--- src/rtl/fh64_pkg.sv ---
`timescale 1ns / 1ps
`default_nettype none

package fh64_pkg;

  localparam int unsigned WORD_W = 64;
  localparam int unsigned HALF_W = WORD_W / 2;
  localparam int unsigned LEN_W  = 13;
  localparam int unsigned CNT_W  = 4;

  localparam logic [WORD_W-1:0] HASH_M = 64'h8803_55f2_1e6d_1965;
  localparam logic [WORD_W-1:0] MIX_K  = 64'h2127_599b_f432_5c37;
  localparam int unsigned SHIFT_A = 23;
  localparam int unsigned SHIFT_B = 47;

  typedef logic [WORD_W-1:0] word_t;

  // handshake between the sequencer and the shared multiplier
  typedef struct packed {
    logic  start;
    word_t op_a;
    word_t op_b;
  } mul_req_t;

  typedef struct packed {
    logic  busy;
    logic  done;
    word_t product;
  } mul_rsp_t;

  function automatic word_t xs_a(input word_t v);
    xs_a = v ^ (v >> SHIFT_A);
  endfunction

  function automatic word_t xs_b(input word_t v);
    xs_b = v ^ (v >> SHIFT_B);
  endfunction

endpackage

`default_nettype wire

--- src/rtl/fh64_mul.sv ---
`timescale 1ns / 1ps
`default_nettype none

// 64x64 -> low 64 bits, built from three 32x32 partial products on one
// multiplier, one per cycle. done pulses once the third partial product is added.
module fh64_mul (
  input  wire logic              clk,
  input  wire logic              rst_n,
  input  wire fh64_pkg::mul_req_t req,
  output fh64_pkg::mul_rsp_t     rsp
);

  typedef enum logic [1:0] {
    ST_LL,
    ST_LH,
    ST_HL
  } step_t;

  fh64_pkg::word_t                  a_r, b_r, acc_r, acc_nxt;
  step_t                            step_r;
  logic                             busy_r, done_r;
  logic [fh64_pkg::HALF_W-1:0]      pa, pb;
  logic [fh64_pkg::WORD_W-1:0]      pp;

  always_comb begin
    case (step_r)
      ST_LL: begin
        pa = a_r[fh64_pkg::HALF_W-1:0];
        pb = b_r[fh64_pkg::HALF_W-1:0];
      end
      ST_LH: begin
        pa = a_r[fh64_pkg::HALF_W-1:0];
        pb = b_r[fh64_pkg::WORD_W-1:fh64_pkg::HALF_W];
      end
      ST_HL: begin
        pa = a_r[fh64_pkg::WORD_W-1:fh64_pkg::HALF_W];
        pb = b_r[fh64_pkg::HALF_W-1:0];
      end
      default: begin
        pa = '0;
        pb = '0;
      end
    endcase
    pp = fh64_pkg::WORD_W'(pa) * fh64_pkg::WORD_W'(pb);
    // cross terms land in the upper half only
    if (step_r == ST_LL) begin
      acc_nxt = pp;
    end else begin
      acc_nxt = acc_r + {pp[fh64_pkg::HALF_W-1:0], {fh64_pkg::HALF_W{1'b0}}};
    end
  end

  always_ff @(posedge clk) begin
    if (!rst_n) begin
      busy_r <= 1'b0;
      done_r <= 1'b0;
      step_r <= ST_LL;
    end else begin
      done_r <= 1'b0;
      if (req.start) begin
        busy_r <= 1'b1;
        step_r <= ST_LL;
      end else if (busy_r) begin
        case (step_r)
          ST_LL:   step_r <= ST_LH;
          ST_LH:   step_r <= ST_HL;
          ST_HL: begin
            step_r <= ST_LL;
            busy_r <= 1'b0;
            done_r <= 1'b1;
          end
          default: step_r <= ST_LL;
        endcase
      end
    end
  end

  always_ff @(posedge clk) begin
    if (req.start) begin
      a_r <= req.op_a;
      b_r <= req.op_b;
    end
    if (busy_r) begin
      acc_r <= acc_nxt;
    end
  end

  assign rsp.busy    = busy_r;
  assign rsp.done    = done_r;
  assign rsp.product = acc_r;

endmodule

`default_nettype wire

--- src/rtl/fast_hash_64_stream.sv ---
// fasthash64 over a stream of little-endian 64-bit message words.
//
// Input channel in_*: one word per handshake. in_tdata carries the word,
// its valid byte count, and on the first word the seed and total length;
// in_tuser flags the first word, in_tlast the final one. A word that is
// not first while no message is open is dropped.
// Output channel out_*: one hash word per message, after its final word.
//
// All 64-bit products go through one 32x32 multiplier, three partial
// products per multiply. A middle word with data takes two multiplies,
// the word mix by K and then the hash by M; a first word adds one
// (length times M), a last word adds one for the final mix, and then the
// output register is loaded.
// in_tready is high only while the sequencer is idle.
//
// Reset clears the running hash state, closes any open message and drops
// the output word. The finished hash sits in an output register; the next
// input word is taken while it waits. If the receiver still stalls when
// the following hash is ready, the sequencer holds until out_tready.
`timescale 1ns / 1ps
`default_nettype none

module fast_hash_64_stream (
  input  wire logic         clk,
  input  wire logic         rst_n,
  input  wire logic         in_tvalid,
  output      logic         in_tready,
  // word[63:0], byte_count[67:64], seed[131:68], total_len[144:132], pad
  input  wire logic [151:0] in_tdata,
  // first[0]
  input  wire logic         in_tuser,
  input  wire logic         in_tlast,
  output      logic         out_tvalid,
  input  wire logic         out_tready,
  // hash_value[63:0]
  output      logic [63:0]  out_tdata
);

  typedef enum logic [2:0] {
    S_IDLE,
    S_LEN,
    S_WORD,
    S_MIXW,
    S_HMUL,
    S_FIN,
    S_OUT
  } state_t;

  state_t                       state_r;
  logic                         in_msg_r, last_r, has_data_r;
  logic                         out_tvalid_r;
  fh64_pkg::word_t              hash_r, word_r, seed_r, res_r, out_data_r;
  fh64_pkg::mul_req_t           mreq;
  fh64_pkg::mul_rsp_t           mrsp;

  logic                         acc;
  fh64_pkg::word_t              in_word, in_seed, masked;
  logic [fh64_pkg::CNT_W-1:0]   in_cnt;
  logic [fh64_pkg::LEN_W-1:0]   in_len;

  assign in_word = in_tdata[63:0];
  assign in_cnt  = in_tdata[67:64];
  assign in_seed = in_tdata[131:68];
  assign in_len  = in_tdata[144:132];

  assign in_tready = (state_r == S_IDLE);
  assign acc       = in_tvalid && in_tready;

  // keep only the valid bytes; counts above eight keep all
  always_comb begin
    for (int i = 0; i < 8; i++) begin
      masked[8*i +: 8] = (in_cnt > 4'(i)) ? in_word[8*i +: 8] : 8'h00;
    end
  end

  always_comb begin
    mreq.start = 1'b0;
    mreq.op_a  = '0;
    mreq.op_b  = '0;
    case (state_r)
      S_IDLE: begin
        mreq.start = acc && in_tuser;
        mreq.op_a  = fh64_pkg::WORD_W'(in_len);
        mreq.op_b  = fh64_pkg::HASH_M;
      end
      S_WORD: begin
        mreq.start = has_data_r || last_r;
        mreq.op_a  = has_data_r ? fh64_pkg::xs_a(word_r) : fh64_pkg::xs_a(hash_r);
        mreq.op_b  = fh64_pkg::MIX_K;
      end
      S_MIXW: begin
        mreq.start = mrsp.done;
        mreq.op_a  = hash_r ^ fh64_pkg::xs_b(mrsp.product);
        mreq.op_b  = fh64_pkg::HASH_M;
      end
      S_HMUL: begin
        mreq.start = mrsp.done && last_r;
        mreq.op_a  = fh64_pkg::xs_a(mrsp.product);
        mreq.op_b  = fh64_pkg::MIX_K;
      end
      default: begin
        mreq.start = 1'b0;
      end
    endcase
  end

  fh64_mul u_mul (
    .clk   (clk),
    .rst_n (rst_n),
    .req   (mreq),
    .rsp   (mrsp)
  );

  always_ff @(posedge clk) begin
    if (!rst_n) begin
      state_r      <= S_IDLE;
      in_msg_r     <= 1'b0;
      hash_r       <= '0;
      out_tvalid_r <= 1'b0;
    end else begin
      // S_OUT reloads the output register itself
      if (out_tvalid_r && out_tready && (state_r != S_OUT)) begin
        out_tvalid_r <= 1'b0;
      end
      case (state_r)
        S_IDLE: begin
          if (acc) begin
            if (in_tuser) begin
              state_r <= S_LEN;
            end else if (in_msg_r) begin
              state_r <= S_WORD;
            end
          end
        end
        S_LEN: begin
          if (mrsp.done) begin
            hash_r   <= seed_r ^ mrsp.product;
            in_msg_r <= 1'b1;
            state_r  <= S_WORD;
          end
        end
        S_WORD: begin
          if (has_data_r) begin
            state_r <= S_MIXW;
          end else if (last_r) begin
            state_r <= S_FIN;
          end else begin
            state_r <= S_IDLE;
          end
        end
        S_MIXW: begin
          if (mrsp.done) begin
            state_r <= S_HMUL;
          end
        end
        S_HMUL: begin
          if (mrsp.done) begin
            hash_r  <= mrsp.product;
            state_r <= last_r ? S_FIN : S_IDLE;
          end
        end
        S_FIN: begin
          if (mrsp.done) begin
            res_r    <= fh64_pkg::xs_b(mrsp.product);
            in_msg_r <= 1'b0;
            state_r  <= S_OUT;
          end
        end
        S_OUT: begin
          if (!out_tvalid_r || out_tready) begin
            out_data_r   <= res_r;
            out_tvalid_r <= 1'b1;
            state_r      <= S_IDLE;
          end
        end
        default: state_r <= S_IDLE;
      endcase
    end
  end

  always_ff @(posedge clk) begin
    if (acc) begin
      word_r     <= masked;
      seed_r     <= in_seed;
      last_r     <= in_tlast;
      has_data_r <= (in_cnt != '0);
    end
  end

  assign out_tvalid = out_tvalid_r;
  assign out_tdata  = out_data_r;

`ifndef SYNTH
  a_done_waits : assert property (@(posedge clk) disable iff (!rst_n)
    mrsp.done |-> (state_r == S_LEN || state_r == S_MIXW ||
                   state_r == S_HMUL || state_r == S_FIN))
    else $error("multiplier result with no state waiting for it");

  a_idle_free : assert property (@(posedge clk) disable iff (!rst_n)
    in_tready |-> !mrsp.busy)
    else $error("ready while the multiplier is busy");

  a_out_from_seq : assert property (@(posedge clk) disable iff (!rst_n)
    $rose(out_tvalid) |-> $past(state_r == S_OUT))
    else $error("output word not loaded by the sequencer");

  a_orphan_drop : assert property (@(posedge clk) disable iff (!rst_n)
    (acc && !in_tuser && !in_msg_r) |=> (state_r == S_IDLE))
    else $error("word outside a message was not dropped");
`endif

endmodule

`default_nettype wire

--- config.mk ---
export PLATFORM = sky130hd
export DESIGN_NAME = fast_hash_64_stream
export DESIGN_NICKNAME = d
export VERILOG_FILES = /design/src/rtl/fh64_pkg.sv /design/src/rtl/fh64_mul.sv /design/src/rtl/fast_hash_64_stream.sv
export SDC_FILE = /design/constraint.sdc
export NUM_CORES = 2
export LEC_CHECK = 0
export BUFFER_PORTS_ARGS = -buffer_cell sky130_fd_sc_hd__buf_2
export CAP_MARGIN = 10
export CORE_ASPECT_RATIO = 2
export CORE_MARGIN = 5
export CORE_UTILIZATION = 50
export DETAILED_ROUTE_END_ITERATION = 10
export PLACE_DENSITY = 0.71
export SYNTH_ARGS = -nofsm -noshare
export SYNTH_HDL_FRONTEND = slang
export SYNTH_HIERARCHICAL = 1
export SYNTH_SLANG_ARGS = --single-unit
--- constraint.sdc ---
create_clock -name clk -period 11.5 [get_ports clk]
set_clock_uncertainty 0.05 [all_clocks]
set_input_delay 3.45 -clock clk [delete_from_list [all_inputs] [get_ports clk]]
set_output_delay 3.45 -clock clk [all_outputs]
set_load 0.005 [all_outputs]
==> metrics.md <==
| Metric | Value |
|---|---|
| Outcome | completed |
| Reg2reg setup slack | 0.69 ns |
| Vias in the first global route | 45204 |
| TritonCTS clock tree | built |
| Fmax | 0.09253 GHz |
| Root buffer cell | clkbuf_16 |
| Die extent in x | 246.5 microns |
| Fin. max-slew vios | 0 |
| Longest Clk Path Bufs | 3 |
| Setup TNS | 0 ns |
| Total Routed Length | 193.7 mm |
| Vias per cell | 5.748 |
| Io pins | 224 |
| Via count | 41834 |
| Num CTS Buffers | 42 |
| Unrepaired setup endpoints after global routing | no |
| Mapped Area | 0.05593 sq mm |
| Max_slew headroom | 10.73% |
| Setup crit start kind | flop |
| Syn Area/Cell | 9.935 sq um |
| Synth Instances | 5630 |
| Fill cells | 9847 |
| GRT overflow | 0 |
| H-Tree Depth | 2 |
| Crit path from | u_mul/step_r[1]$_SDFFE_PP0P_ |
| Die Height | 483.0 microns |
| Most used cell, CP | fa_1 |
| DR iter-0 viols | 3001 |
| Arrival time worst endpoint | 11.10 ns |
| Tcrit/Tclk final | 93.97% |
| Skew-Pair Late Insertion Delay | 0.62 ns |
| Slowest stage delay, CP | 0.60 ns |
| Final Wtd Congestion | 1.047 |
| Pre-antenna DRT Iters | 5 |
| Critical Path End | u_mul/acc_r[63]$_DFFE_PP_ |
| DRT antenna net count | 0 |
| GRT Overall Usage | 32.58% |
| Min Tclk post-route | 10.81 ns |
| Crit path capture type | flop |
| DP HPWL | 158.2 mm |
| Layout cell share with drive strength beyond 1 | 9.298% |
| Worst EP required | 11.80 ns |
| Rows | 173 |
| Largest net degree at the start of global routing | 97 |
| Core Footprint | 0.1113 sq mm |
| Post-CTS Setup Bufs | 0 |
| RR Endpoint | u_mul/acc_r[63]$_DFFE_PP_ |
| Endpoints failing setup | 0 |
| Remaining routing DRC violations | 0 |
| Final Hold Vio Count | 0 |
| First-pass GRT wire length | 283.7 mm |
| Critical path class | reg -> reg |
| Worst Hold Class | reg -> reg |
| Hold-fix buffers, CTS | 0 |
| Max-cap viol count | 0 |
| Number of port buffers | 216 |
| CTS clk-pin slew, worst paths | 0.08 ns |
| Slowest cell on crit path | nor2_4 |
| Area growth syn-to-layout | 8.113% |
| YS warnings | 6 |
| Wire length per cell | 26.61 microns |
| Initial antenna violation count | 3 |
| RR Startpoint | u_mul/step_r[1]$_SDFFE_PP0P_ |
| Reg2Reg Depth | 32 |
| Die ar. | 0.1191 sq mm |
| Final #Nets | 7103 |
| Crit Path Max Fanout | 32 |
| Clk sinks | 523 |
| Initial Util | 50.27% |
| Slew at the pin closest to its max-slew limit | 1.339 ns |
| CTS resizes | 0 |
[worst min path at each step]
stage	start	to	cells past startpoint
global placement	res_r[36]$_DFFE_PP_	out_tdata[36]$_DFFE_PP_	0
floorplan	res_r[0]$_DFFE_PP_	out_tdata[0]$_DFFE_PP_	0
detailed placement	res_r[20]$_DFFE_PP_	out_tdata[20]$_DFFE_PP_	0
finish	res_r[6]$_DFFE_PP_	out_tdata[6]$_DFFE_PP_	0
global route	res_r[20]$_DFFE_PP_	out_tdata[20]$_DFFE_PP_	0
CTS	res_r[6]$_DFFE_PP_	out_tdata[6]$_DFFE_PP_	0
[registers in the layout (all words and copies together) (netlist names)]
register and flops:
u_mul/busy_r 1, u_mul/done_r 1, word_r 64, seed_r 64, hash_r 64, u_mul/step_r 2, state_r 3, out_tdata 64
in_msg_r 1, last_r 1, u_mul/a_r 64, u_mul/acc_r 64, res_r 64, u_mul/b_r 64, has_data_r 1, out_tvalid 1
[layout by cell type, fill, tap and decap left out, drive strengths merged, types with 23 or more instances in the layout]
cell and instances:
xor2 145, a21o 61, o211ai 39, o221ai 26, o21ai 202, clkbuf 46
nor2b 66, a21oi 175, ha 296, a221o 24, dfxtp 73, buf 387
a31oi 32, nor2 422, a22oi 31, a22o 32, and3 38, nand2 910
inv 923, o21a 34, and2 54, fa 897, nand4 23, xnor2 190
edfxtp 450
[layer usage]
metal | up-vias | GRT usage, % | wire length, microns
met3 | 918 | 4.062 | 11400
met2 | 2069 | 57.42 | 97430
met1 | 20917 | 30.80 | 55810
met4 | 0 | 34.44 | 29030
li1 | 17930 | - | -
met5 | - | 0 | 0
[stage by stage]
stage / setup WS, ns / util, % / cell area (sq um) / hold WS [ns] / cells
finish: 0.6933 / 54.35 / 60470 / 0.3616 / 7278
global route: 0.2385 / 54.34 / 60460 / 0.3749 / 7274
CTS: 0.7790 / 54.34 / 60460 / 0.3628 / 7273
detailed placement: 0.8450 / 53.04 / 59010 / 0.3545 / 7195
global placement: 0.9125 / 53.04 / 59010 / 0.3528 / 7195
floorplan: 1.064 / - / 56000 / 0.3503 / 5648
[critical path: cells and delay by family (launching register included)]
| kind | cells | cell delay [ns] |
|---|---|---|
| buffers and inverters | 8 | 1.53 |
| AND/OR/NAND/NOR | 5 | 1.35 |
| multiplexers | 1 | 0.26 |
| adder cells (fa/ha/maj) | 10 | 4.78 |
| XOR/XNOR | 2 | 0.67 |
| AO/OA/AOI/OAI | 6 | 1.39 |
| flip-flops | 1 | 0.50 |
[layout make-up]
cell class	instances	area [sq um]	share of cell area (%)
Clock inverter	32	316.6	0.5235
Inverter	918	3446	5.698
Multi-Input combinational cell	3880	36350	60.12
Clock buffer	46	1130	1.868
Antenna cell	5	12.51	0.02069
Timing Repair Buffer	387	2377	3.931
Tap cell	1487	1861	3.077
Sequential cell	523	14980	24.77
Power is left out: the tool's default activity adds up to more than one toggle a clock period on the data nets, which glitch-free logic cannot reach.
